**src/rtl/ldrs_pkg.sv**
```systemverilog
// package for the look disk request scheduler: widths, defaults, codes, sequencer states
// no dependencies
`timescale 1ns / 1ps

package ldrs_pkg;

  localparam int MAX_REQUESTS_DEF = 32;

  localparam int CYL_W  = 16;
  localparam int MOVE_W = 23;   // running travel kept internally
  localparam int OUT_MOVE_W = 22;
  localparam int OUT_TDATA_W = 40;

  // input command codes
  localparam logic CMD_LOAD  = 1'b0;
  localparam logic CMD_START = 1'b1;

  // configuration register indexes
  localparam logic REG_HEAD_START = 1'b0;
  localparam logic REG_SWEEP_UP   = 1'b1;

  typedef enum logic [2:0] {
    ST_IDLE,
    ST_INS_RD,
    ST_INS_CMP,
    ST_SCAN_RD,
    ST_SCAN_CMP,
    ST_SRV_RD,
    ST_SRV_CALC,
    ST_EMPTY
  } ldrs_state_t;

endpackage

```
**src/rtl/ldrs_ram.sv**
```systemverilog
// generic single write port, single read port ram with registered read data
// no dependencies
`timescale 1ns / 1ps

module ldrs_ram #(
  parameter int WIDTH = 16,
  parameter int DEPTH = 32,
  parameter int AW    = (DEPTH > 1) ? $clog2(DEPTH) : 1
) (
  input  logic             clk,
  input  logic             we,
  input  logic [AW-1:0]    waddr,
  input  logic [WIDTH-1:0] wdata,
  input  logic [AW-1:0]    raddr,
  output logic [WIDTH-1:0] rdata
);

  logic [WIDTH-1:0] mem [DEPTH];

  always_ff @(posedge clk) begin
    if (we) begin
      mem[waddr] <= wdata;
    end
    rdata <= mem[raddr];
  end

endmodule

```
**src/rtl/look_disk_request_scheduler_core.sv**
```systemverilog
// look disk request scheduler: insertion sort into a ram on load, look order serving on start
// depends on ldrs_pkg and ldrs_ram
// load: the new cylinder is inserted by reading stored entries from the top down and shifting
//   every entry greater than it up one slot; start: entries are scanned for the split, then served
//   in look order, stalling on out_tready; an empty start gives one result; reset sets sweep up
// one request at a time, in_tready low meanwhile; sync reset clears count, travel, head, head start
`timescale 1ns / 1ps

module look_disk_request_scheduler_core
  import ldrs_pkg::*;
#(
  parameter int MAX_REQUESTS = MAX_REQUESTS_DEF
) (
  input  logic                   clk,
  input  logic                   rst_n,
  // input stream
  input  logic                   in_tvalid,
  output logic                   in_tready,
  input  logic [CYL_W-1:0]       in_tdata,   // [15:0] cylinder
  input  logic                   in_tuser,   // [0] command
  // result stream
  output logic                   out_tvalid,
  input  logic                   out_tready,
  output logic [OUT_TDATA_W-1:0] out_tdata,  // [15:0] served_cylinder, [37:16] total_movement
  output logic                   out_tlast,
  // configuration
  input  logic                   cfg_we,
  input  logic                   cfg_index,
  input  logic [CYL_W-1:0]       cfg_wdata
);

  localparam int AW = (MAX_REQUESTS > 1) ? $clog2(MAX_REQUESTS) : 1;
  localparam int CW = $clog2(MAX_REQUESTS + 1);

  ldrs_state_t state_r, state_nxt;

  logic [CW-1:0]     cnt_r, cnt_nxt;
  logic [CYL_W-1:0]  key_r, key_nxt;
  logic [AW-1:0]     b_r, b_nxt;
  logic [AW-1:0]     ptr_r, ptr_nxt;
  logic              up_r, up_nxt;
  logic [CW-1:0]     split_r, split_nxt;
  logic [CW-1:0]     k_r, k_nxt;
  logic [CYL_W-1:0]  head_now_r, head_now_nxt;
  logic [MOVE_W-1:0] move_r, move_nxt;
  logic [CYL_W-1:0]  head_start_r;
  logic              sweep_up_r;

  logic                  out_valid_r, out_valid_nxt;
  logic [CYL_W-1:0]      out_cyl_r, out_cyl_nxt;
  logic [OUT_MOVE_W-1:0] out_move_r, out_move_nxt;
  logic                  out_last_r, out_last_nxt;

  logic              ram_we;
  logic [AW-1:0]     ram_waddr, ram_raddr;
  logic [CYL_W-1:0]  ram_wdata, ram_rdata;

  logic              out_free;
  logic [CW-1:0]     ptr_inc;
  logic [CW-1:0]     scan_split;
  logic [CW-1:0]     split_dec;
  logic [CYL_W-1:0]  seek_gap;
  logic              found;

  ldrs_ram #(
    .WIDTH (CYL_W),
    .DEPTH (MAX_REQUESTS),
    .AW    (AW)
  ) u_store (
    .clk   (clk),
    .we    (ram_we),
    .waddr (ram_waddr),
    .wdata (ram_wdata),
    .raddr (ram_raddr),
    .rdata (ram_rdata)
  );

  assign in_tready  = (state_r == ST_IDLE);
  assign out_tvalid = out_valid_r;
  assign out_tdata  = {{(OUT_TDATA_W - OUT_MOVE_W - CYL_W){1'b0}}, out_move_r, out_cyl_r};
  assign out_tlast  = out_last_r;

  assign out_free   = !out_valid_r || out_tready;
  assign ptr_inc    = CW'(ptr_r) + CW'(1);
  assign found      = (ram_rdata > head_start_r);
  assign seek_gap   = (ram_rdata >= head_now_r) ? (ram_rdata - head_now_r)
                                                : (head_now_r - ram_rdata);
  assign scan_split = found ? CW'(ptr_r) : cnt_r;
  // split of the current scan step, or the stored split while serving
  assign split_dec  = ((state_r == ST_SCAN_CMP) ? scan_split : split_r) - CW'(1);

  // configuration registers
  always_ff @(posedge clk) begin
    if (!rst_n) begin
      head_start_r <= '0;
      sweep_up_r   <= 1'b1;
    end else if (cfg_we) begin
      unique case (cfg_index)
        REG_HEAD_START: head_start_r <= cfg_wdata;
        REG_SWEEP_UP:   sweep_up_r   <= cfg_wdata[0];
        default: ;
      endcase
    end
  end

  always_ff @(posedge clk) begin
    if (!rst_n) begin
      state_r     <= ST_IDLE;
      cnt_r       <= '0;
      k_r         <= '0;
      head_now_r  <= '0;
      move_r      <= '0;
      out_valid_r <= 1'b0;
    end else begin
      state_r     <= state_nxt;
      cnt_r       <= cnt_nxt;
      k_r         <= k_nxt;
      head_now_r  <= head_now_nxt;
      move_r      <= move_nxt;
      out_valid_r <= out_valid_nxt;
    end
  end

  always_ff @(posedge clk) begin
    key_r      <= key_nxt;
    b_r        <= b_nxt;
    ptr_r      <= ptr_nxt;
    up_r       <= up_nxt;
    split_r    <= split_nxt;
    out_cyl_r  <= out_cyl_nxt;
    out_move_r <= out_move_nxt;
    out_last_r <= out_last_nxt;
  end

  always_comb begin
    state_nxt     = state_r;
    cnt_nxt       = cnt_r;
    key_nxt       = key_r;
    b_nxt         = b_r;
    ptr_nxt       = ptr_r;
    up_nxt        = up_r;
    split_nxt     = split_r;
    k_nxt         = k_r;
    head_now_nxt  = head_now_r;
    move_nxt      = move_r;
    out_valid_nxt = out_valid_r && !out_tready;
    out_cyl_nxt   = out_cyl_r;
    out_move_nxt  = out_move_r;
    out_last_nxt  = out_last_r;
    ram_we        = 1'b0;
    ram_waddr     = b_r;
    ram_wdata     = key_r;
    ram_raddr     = ptr_r;

    unique case (state_r)
      ST_IDLE: begin
        if (in_tvalid) begin
          if (in_tuser == CMD_LOAD) begin
            // full store drops the request
            if (cnt_r != CW'(MAX_REQUESTS)) begin
              key_nxt   = in_tdata;
              b_nxt     = cnt_r[AW-1:0];
              state_nxt = ST_INS_RD;
            end
          end else begin
            head_now_nxt = head_start_r;
            move_nxt     = '0;
            k_nxt        = '0;
            ptr_nxt      = '0;
            state_nxt    = (cnt_r == '0) ? ST_EMPTY : ST_SCAN_RD;
          end
        end
      end

      ST_INS_RD: begin
        ram_raddr = b_r - AW'(1);
        if (b_r == '0) begin
          ram_we    = 1'b1;
          cnt_nxt   = cnt_r + CW'(1);
          state_nxt = ST_IDLE;
        end else begin
          state_nxt = ST_INS_CMP;
        end
      end

      ST_INS_CMP: begin
        ram_raddr = b_r - AW'(1);
        ram_we    = 1'b1;
        if (ram_rdata > key_r) begin
          // shift the larger entry up one slot
          ram_wdata = ram_rdata;
          b_nxt     = b_r - AW'(1);
          state_nxt = ST_INS_RD;
        end else begin
          cnt_nxt   = cnt_r + CW'(1);
          state_nxt = ST_IDLE;
        end
      end

      ST_SCAN_RD: begin
        state_nxt = ST_SCAN_CMP;
      end

      ST_SCAN_CMP: begin
        if (found || ptr_inc == cnt_r) begin
          split_nxt = scan_split;
          if (sweep_up_r) begin
            up_nxt  = (split_nxt != cnt_r);
            ptr_nxt = (split_nxt != cnt_r) ? split_nxt[AW-1:0] : split_dec[AW-1:0];
          end else begin
            up_nxt  = (split_nxt == '0);
            ptr_nxt = (split_nxt == '0) ? '0 : split_dec[AW-1:0];
          end
          state_nxt = ST_SRV_RD;
        end else begin
          ptr_nxt   = ptr_inc[AW-1:0];
          state_nxt = ST_SCAN_RD;
        end
      end

      ST_SRV_RD: begin
        state_nxt = ST_SRV_CALC;
      end

      ST_SRV_CALC: begin
        if (out_free) begin
          move_nxt      = move_r + MOVE_W'(seek_gap);
          head_now_nxt  = ram_rdata;
          out_valid_nxt = 1'b1;
          out_cyl_nxt   = ram_rdata;
          out_move_nxt  = move_nxt[OUT_MOVE_W-1:0];
          out_last_nxt  = (k_r + CW'(1) == cnt_r);
          if (out_last_nxt) begin
            cnt_nxt   = '0;
            state_nxt = ST_IDLE;
          end else begin
            k_nxt     = k_r + CW'(1);
            state_nxt = ST_SRV_RD;
            // at the end of the first sweep turn around at the split
            if (up_r) begin
              if (ptr_inc == cnt_r) begin
                up_nxt  = 1'b0;
                ptr_nxt = split_dec[AW-1:0];
              end else begin
                ptr_nxt = ptr_inc[AW-1:0];
              end
            end else begin
              if (ptr_r == '0) begin
                up_nxt  = 1'b1;
                ptr_nxt = split_r[AW-1:0];
              end else begin
                ptr_nxt = ptr_r - AW'(1);
              end
            end
          end
        end
      end

      ST_EMPTY: begin
        if (out_free) begin
          out_valid_nxt = 1'b1;
          out_cyl_nxt   = head_start_r;
          out_move_nxt  = '0;
          out_last_nxt  = 1'b1;
          state_nxt     = ST_IDLE;
        end
      end

      default: begin
        state_nxt = ST_IDLE;
      end
    endcase
  end

  // store never holds more than its capacity
  a_cnt_bound: assert property (@(posedge clk) disable iff (!rst_n)
    cnt_r <= CW'(MAX_REQUESTS))
    else $error("request count beyond capacity");

  // insertion slot stays at most one past the filled part of the store
  a_ins_slot: assert property (@(posedge clk) disable iff (!rst_n)
    (state_r == ST_INS_RD || state_r == ST_INS_CMP) |-> CW'(b_r) < cnt_r + CW'(1))
    else $error("insertion slot past request count");

  // split scan and serving only touch stored entries
  a_ptr_bound: assert property (@(posedge clk) disable iff (!rst_n)
    (state_r == ST_SCAN_CMP || state_r == ST_SRV_CALC) |-> CW'(ptr_r) < cnt_r)
    else $error("read pointer past request count");

  // a run emits no more results than stored requests
  a_k_bound: assert property (@(posedge clk) disable iff (!rst_n)
    (state_r == ST_SRV_RD || state_r == ST_SRV_CALC) |-> k_r < cnt_r)
    else $error("served count past request count");

endmodule
```
**config.mk**
```make
export PLATFORM = sky130hd
export DESIGN_NAME = look_disk_request_scheduler_core
export DESIGN_NICKNAME = d
export VERILOG_FILES = /design/src/rtl/ldrs_pkg.sv /design/src/rtl/ldrs_ram.sv /design/src/rtl/look_disk_request_scheduler_core.sv
export SDC_FILE = /design/constraint.sdc
export NUM_CORES = 1
export LEC_CHECK = 0
export CAP_MARGIN = 10
export CORE_AREA = 4 4 217 325
export CTS_CLUSTER_DIAMETER = 60
export CTS_CLUSTER_SIZE = 28
export DETAILED_ROUTE_END_ITERATION = 7
export DIE_AREA = 0 0 221 329
export DONT_BUFFER_PORTS = 1
export HOLD_SLACK_MARGIN = 0.02
export PLACE_DENSITY = 0.67
export SLEW_MARGIN = 20
export SYNTH_ARGS = -nofsm -noshare
export SYNTH_HDL_FRONTEND = slang
export SYNTH_SLANG_ARGS = --single-unit
export TNS_END_PERCENT = 20
```
**constraint.sdc**
```tcl
create_clock -name clk -period 6.9 [get_ports clk]
set_input_delay 1.035 -clock clk [delete_from_list [all_inputs] [get_ports clk]]
set_output_delay 1.035 -clock clk [all_outputs]
set_load 0.01 [all_outputs]
```
==> metrics <==
IO buf count=0; final wirelength=between 70000 and 80000 um; CTS Sinks=670; Hold Vio Cnt, Final=0; clock skew=between 0.03 and 0.04 ns; antenna violations before repair=2; Crit path max-delay family=compound AO/OA/AOI/OAI gates; worst hold start=head_start_r[15]; commonest non-fill, non-tap cell in the layout=edfxtp_1; Synth Register Bits=670; worst slew pin tran=1.03 ns; EDFF count, synth=about 580; Post-CTS Setup Inserts=0; reg-to-reg startpoint=head_now_r[6]; gpl congestion=just under 0.9; Starting Density=44.8%; outcome=completed; Detailed Place HPWL=roughly 47000 um; worst endpoint required time=7.43 ns; placed inst area=between 30000 and 40000 um2; Seq. cell area=about 19000 um2; clk_lat worst skew=around 0.60 ns; vias per cell=5.88; fin util=between 40% and 50%; vias in the first global route=~18000; setup_tns=0 ns; Synth Area per Inst=around 14 um2; critical path endpoint category=flop; Detailed Routing Iterations Pass 1=5; routed vias=17625; most frequent cells in the layout=edfxtp_1, nand2_1, nor2_1; Final ANT Viol Nets=0; CP max stage cell=a21oi_4; CTS hold repair buffers=0; Mapped Area=a little over 30000 um2; design area=32800 um2; TritonCTS Buffers=38; CP Data Arrival Time=about 6.3 ns; worst hold path class=flop to flop; WL/cell=~24 um; Async SR Flop Fraction=0%; Pins Over Slew Limit=0; Tot GR Track Use=around a fifth; CP Class=flop to flop; # IOs=82; Worst-path clk slew=about 0.1 ns; filler instances=approximately 5700; max-cap violation count=0; P_leak=between 10 and 15 nW; Reg2Reg Depth=19; crit share post-route=a little over four fifths; root buf cell=clkbuf_16; grt total ovfl=0; fraction of layout instances using a drive strength above 1=16.6%; row count=~120; RSZ-0062 raised after global routing=no; Crit path largest cell delay=~0.82 ns; CP Depth=19; Area Overhead vs Synth=8.46%; first-pass GRT wire length=~110000 um; Synth Instances=~2100; # resized after CTS=0; area of the multi-input gates=between 10000 and 15000 um2; die footprint=approximately 73000 um2; Die W=about 220 um; smallest hold slack=slightly below 0.5 ns; H-tree Lvls=2; CTS tree=yes; core box area=a little under 70000 um2; Layout Nets=about 2200; CP startpoint=head_now_r[6]; clk buf depth=3; yosys warns=0; Synth Flop Type=edfxtp_1; Slew Limit Headroom=a little under a third; fmax=173 MHz; largest fanout on the critical path=36; CP Launch Type=flop; worst vdd ir=roughly 550 uV; Synth cell types=slightly below 80; pwr dens=roughly 500 nW/um2; DRT iter0 DRCs=~1700; Die Height=around 330 um; Tmin final=roughly 5.8 ns; final setup fails=0; crit-path cells=inv_1 -> ha_1 -> nand4_1 -> nor4_1 -> a211oi_2 -> a21oi_4 -> mux2_2 -> a31oi_1 -> o21ai_0 -> xor2_1 -> ha_1 -> nand2_1 -> o2111a_1 -> o31ai_2 -> o2111ai_1 -> a21boi_1 -> o2111ai_1 -> or4_1 -> o21ai_0; DRC=0; CP bufs+invs=1; worst hold path depth=2; largest net degree at the start of global routing=129; part of the Yosys area used for sequential elements=between 60 and 70%
[where the power goes]
| group | switching [mW] | internal [mW] |
|---|---|---|
| Clock | 1.45 | 1.26 |
| Sequential | 0.306 | 5.00 |
| Combinational | 4.81 | 3.44 |
| Total | 6.56 | 9.70 |
[registers in the layout (all words and copies together) (netlist names)]
register and flops:
cnt_r 6, out_cyl_r 16, up_r 1, split_r 5
b_r 5, head_now_r 16, out_tvalid 1, ptr_r 5
key_r 16, out_move_r 22, out_tlast 1, u_store.mem 512
k_r 6, state_r 3, head_start_r 16, sweep_up_r 1
move_r 22, u_store.rdata 16
[through the flow]
stage               cells  worst slack (ns)  total power, mW
detailed placement   2928              1.18             13.6
finish               2997              1.11             16.3
global route         2994             0.658             17.2
floorplan            2098              2.07             11.5
global placement     2928              1.30             13.5
CTS                  2993              1.15             16.3
[cells in the mapped netlist, types with 7 or more instances]
cell | number | share of area [%]
and3_1 | 7 | 0.14
edfxtp_1 | 583 | 58
nand2b_1 | 13 | 0.27
dfxtp_1 | 87 | 5.8
o21ai_1 | 23 | 0.38
and2_1 | 15 | 0.31
buf_2 | 25 | 0.41
buf_6 | 11 | 0.41
buf_4 | 15 | 0.37
a211o_1 | 9 | 0.26
inv_1 | 87 | 1.1
nand3_1 | 27 | 0.45
o21a_1 | 7 | 0.17
nor3_1 | 24 | 0.40
a211oi_1 | 8 | 0.20
a21o_1 | 25 | 0.62
nor2b_1 | 13 | 0.27
xor2_1 | 26 | 0.75
nand4_1 | 15 | 0.31
clkbuf_1 | 64 | 0.79
o21ai_0 | 98 | 1.6
mux2i_1 | 45 | 1.5
a21oi_1 | 110 | 1.8
a22oi_1 | 13 | 0.32
mux2_2 | 41 | 1.5
nand2_1 | 175 | 2.2
mux4_2 | 128 | 9.5
a31oi_1 | 14 | 0.29
nor2_1 | 136 | 1.7
xnor2_1 | 32 | 0.93
ha_1 | 91 | 3.8
o211ai_1 | 37 | 0.92
[final timing paths]
path	end	slack (ns)
worst max-delay path	move_r[21]	1.11
worst min-delay path	head_start_r[15]	0.50
worst max register to register	move_r[21]	1.11
worst min register to register	head_start_r[15]	0.50
[kinds of logic after synthesis]
| kind of cell | Yosys count | share of synthesized area, % |
|---|---|---|
| buffers and inverters | 207 | 3.14 |
| adder cells (fa/ha/maj) | 94 | 3.96 |
| AO/OA/AOI/OAI | 394 | 8.17 |
| AND/OR/NAND/NOR | 457 | 6.78 |
| other | 1 | 0.0124 |
| XOR/XNOR | 59 | 1.75 |
| multiplexers | 215 | 12.6 |
| flip-flops | 670 | 63.6 |
[per-layer routing]
metal  vias up  global-route usage (%)  routed length (um)
li1       7929                       -                   -
met1      8876                    23.8               27500
met2       683                    34.3               36900
met3       137                    2.75                3850
met4         0                    8.16                3390
met5         -                       0                   0
[worst register-to-register path, cell delays in order, from the launching register on]
cell and delay [ns]:
dfxtp_1 0.36, inv_1 0.05, ha_1 0.48, nand4_1 0.20
nor4_1 0.36, a211oi_2 0.10, a21oi_4 0.82, mux2_2 0.43
a31oi_1 0.23, o21ai_0 0.16, xor2_1 0.20, ha_1 0.34
nand2_1 0.07, o2111a_1 0.17, o31ai_2 0.39, o2111ai_1 0.26
a21boi_1 0.36, o2111ai_1 0.23, or4_1 0.43, o21ai_0 0.08
[area by class of cell]
cell class,instances,area share (%)
Sequential cell,670,58.6
Multi-Input combinational cell,1221,31.2
Tap cell,892,3.40
Clock buffer,39,2.97
Timing Repair Buffer,59,1.46
Clock inverter,26,1.32
Inverter,87,0.995
Antenna cell,3,0.0229
Power figures use the tool's default switching activity.
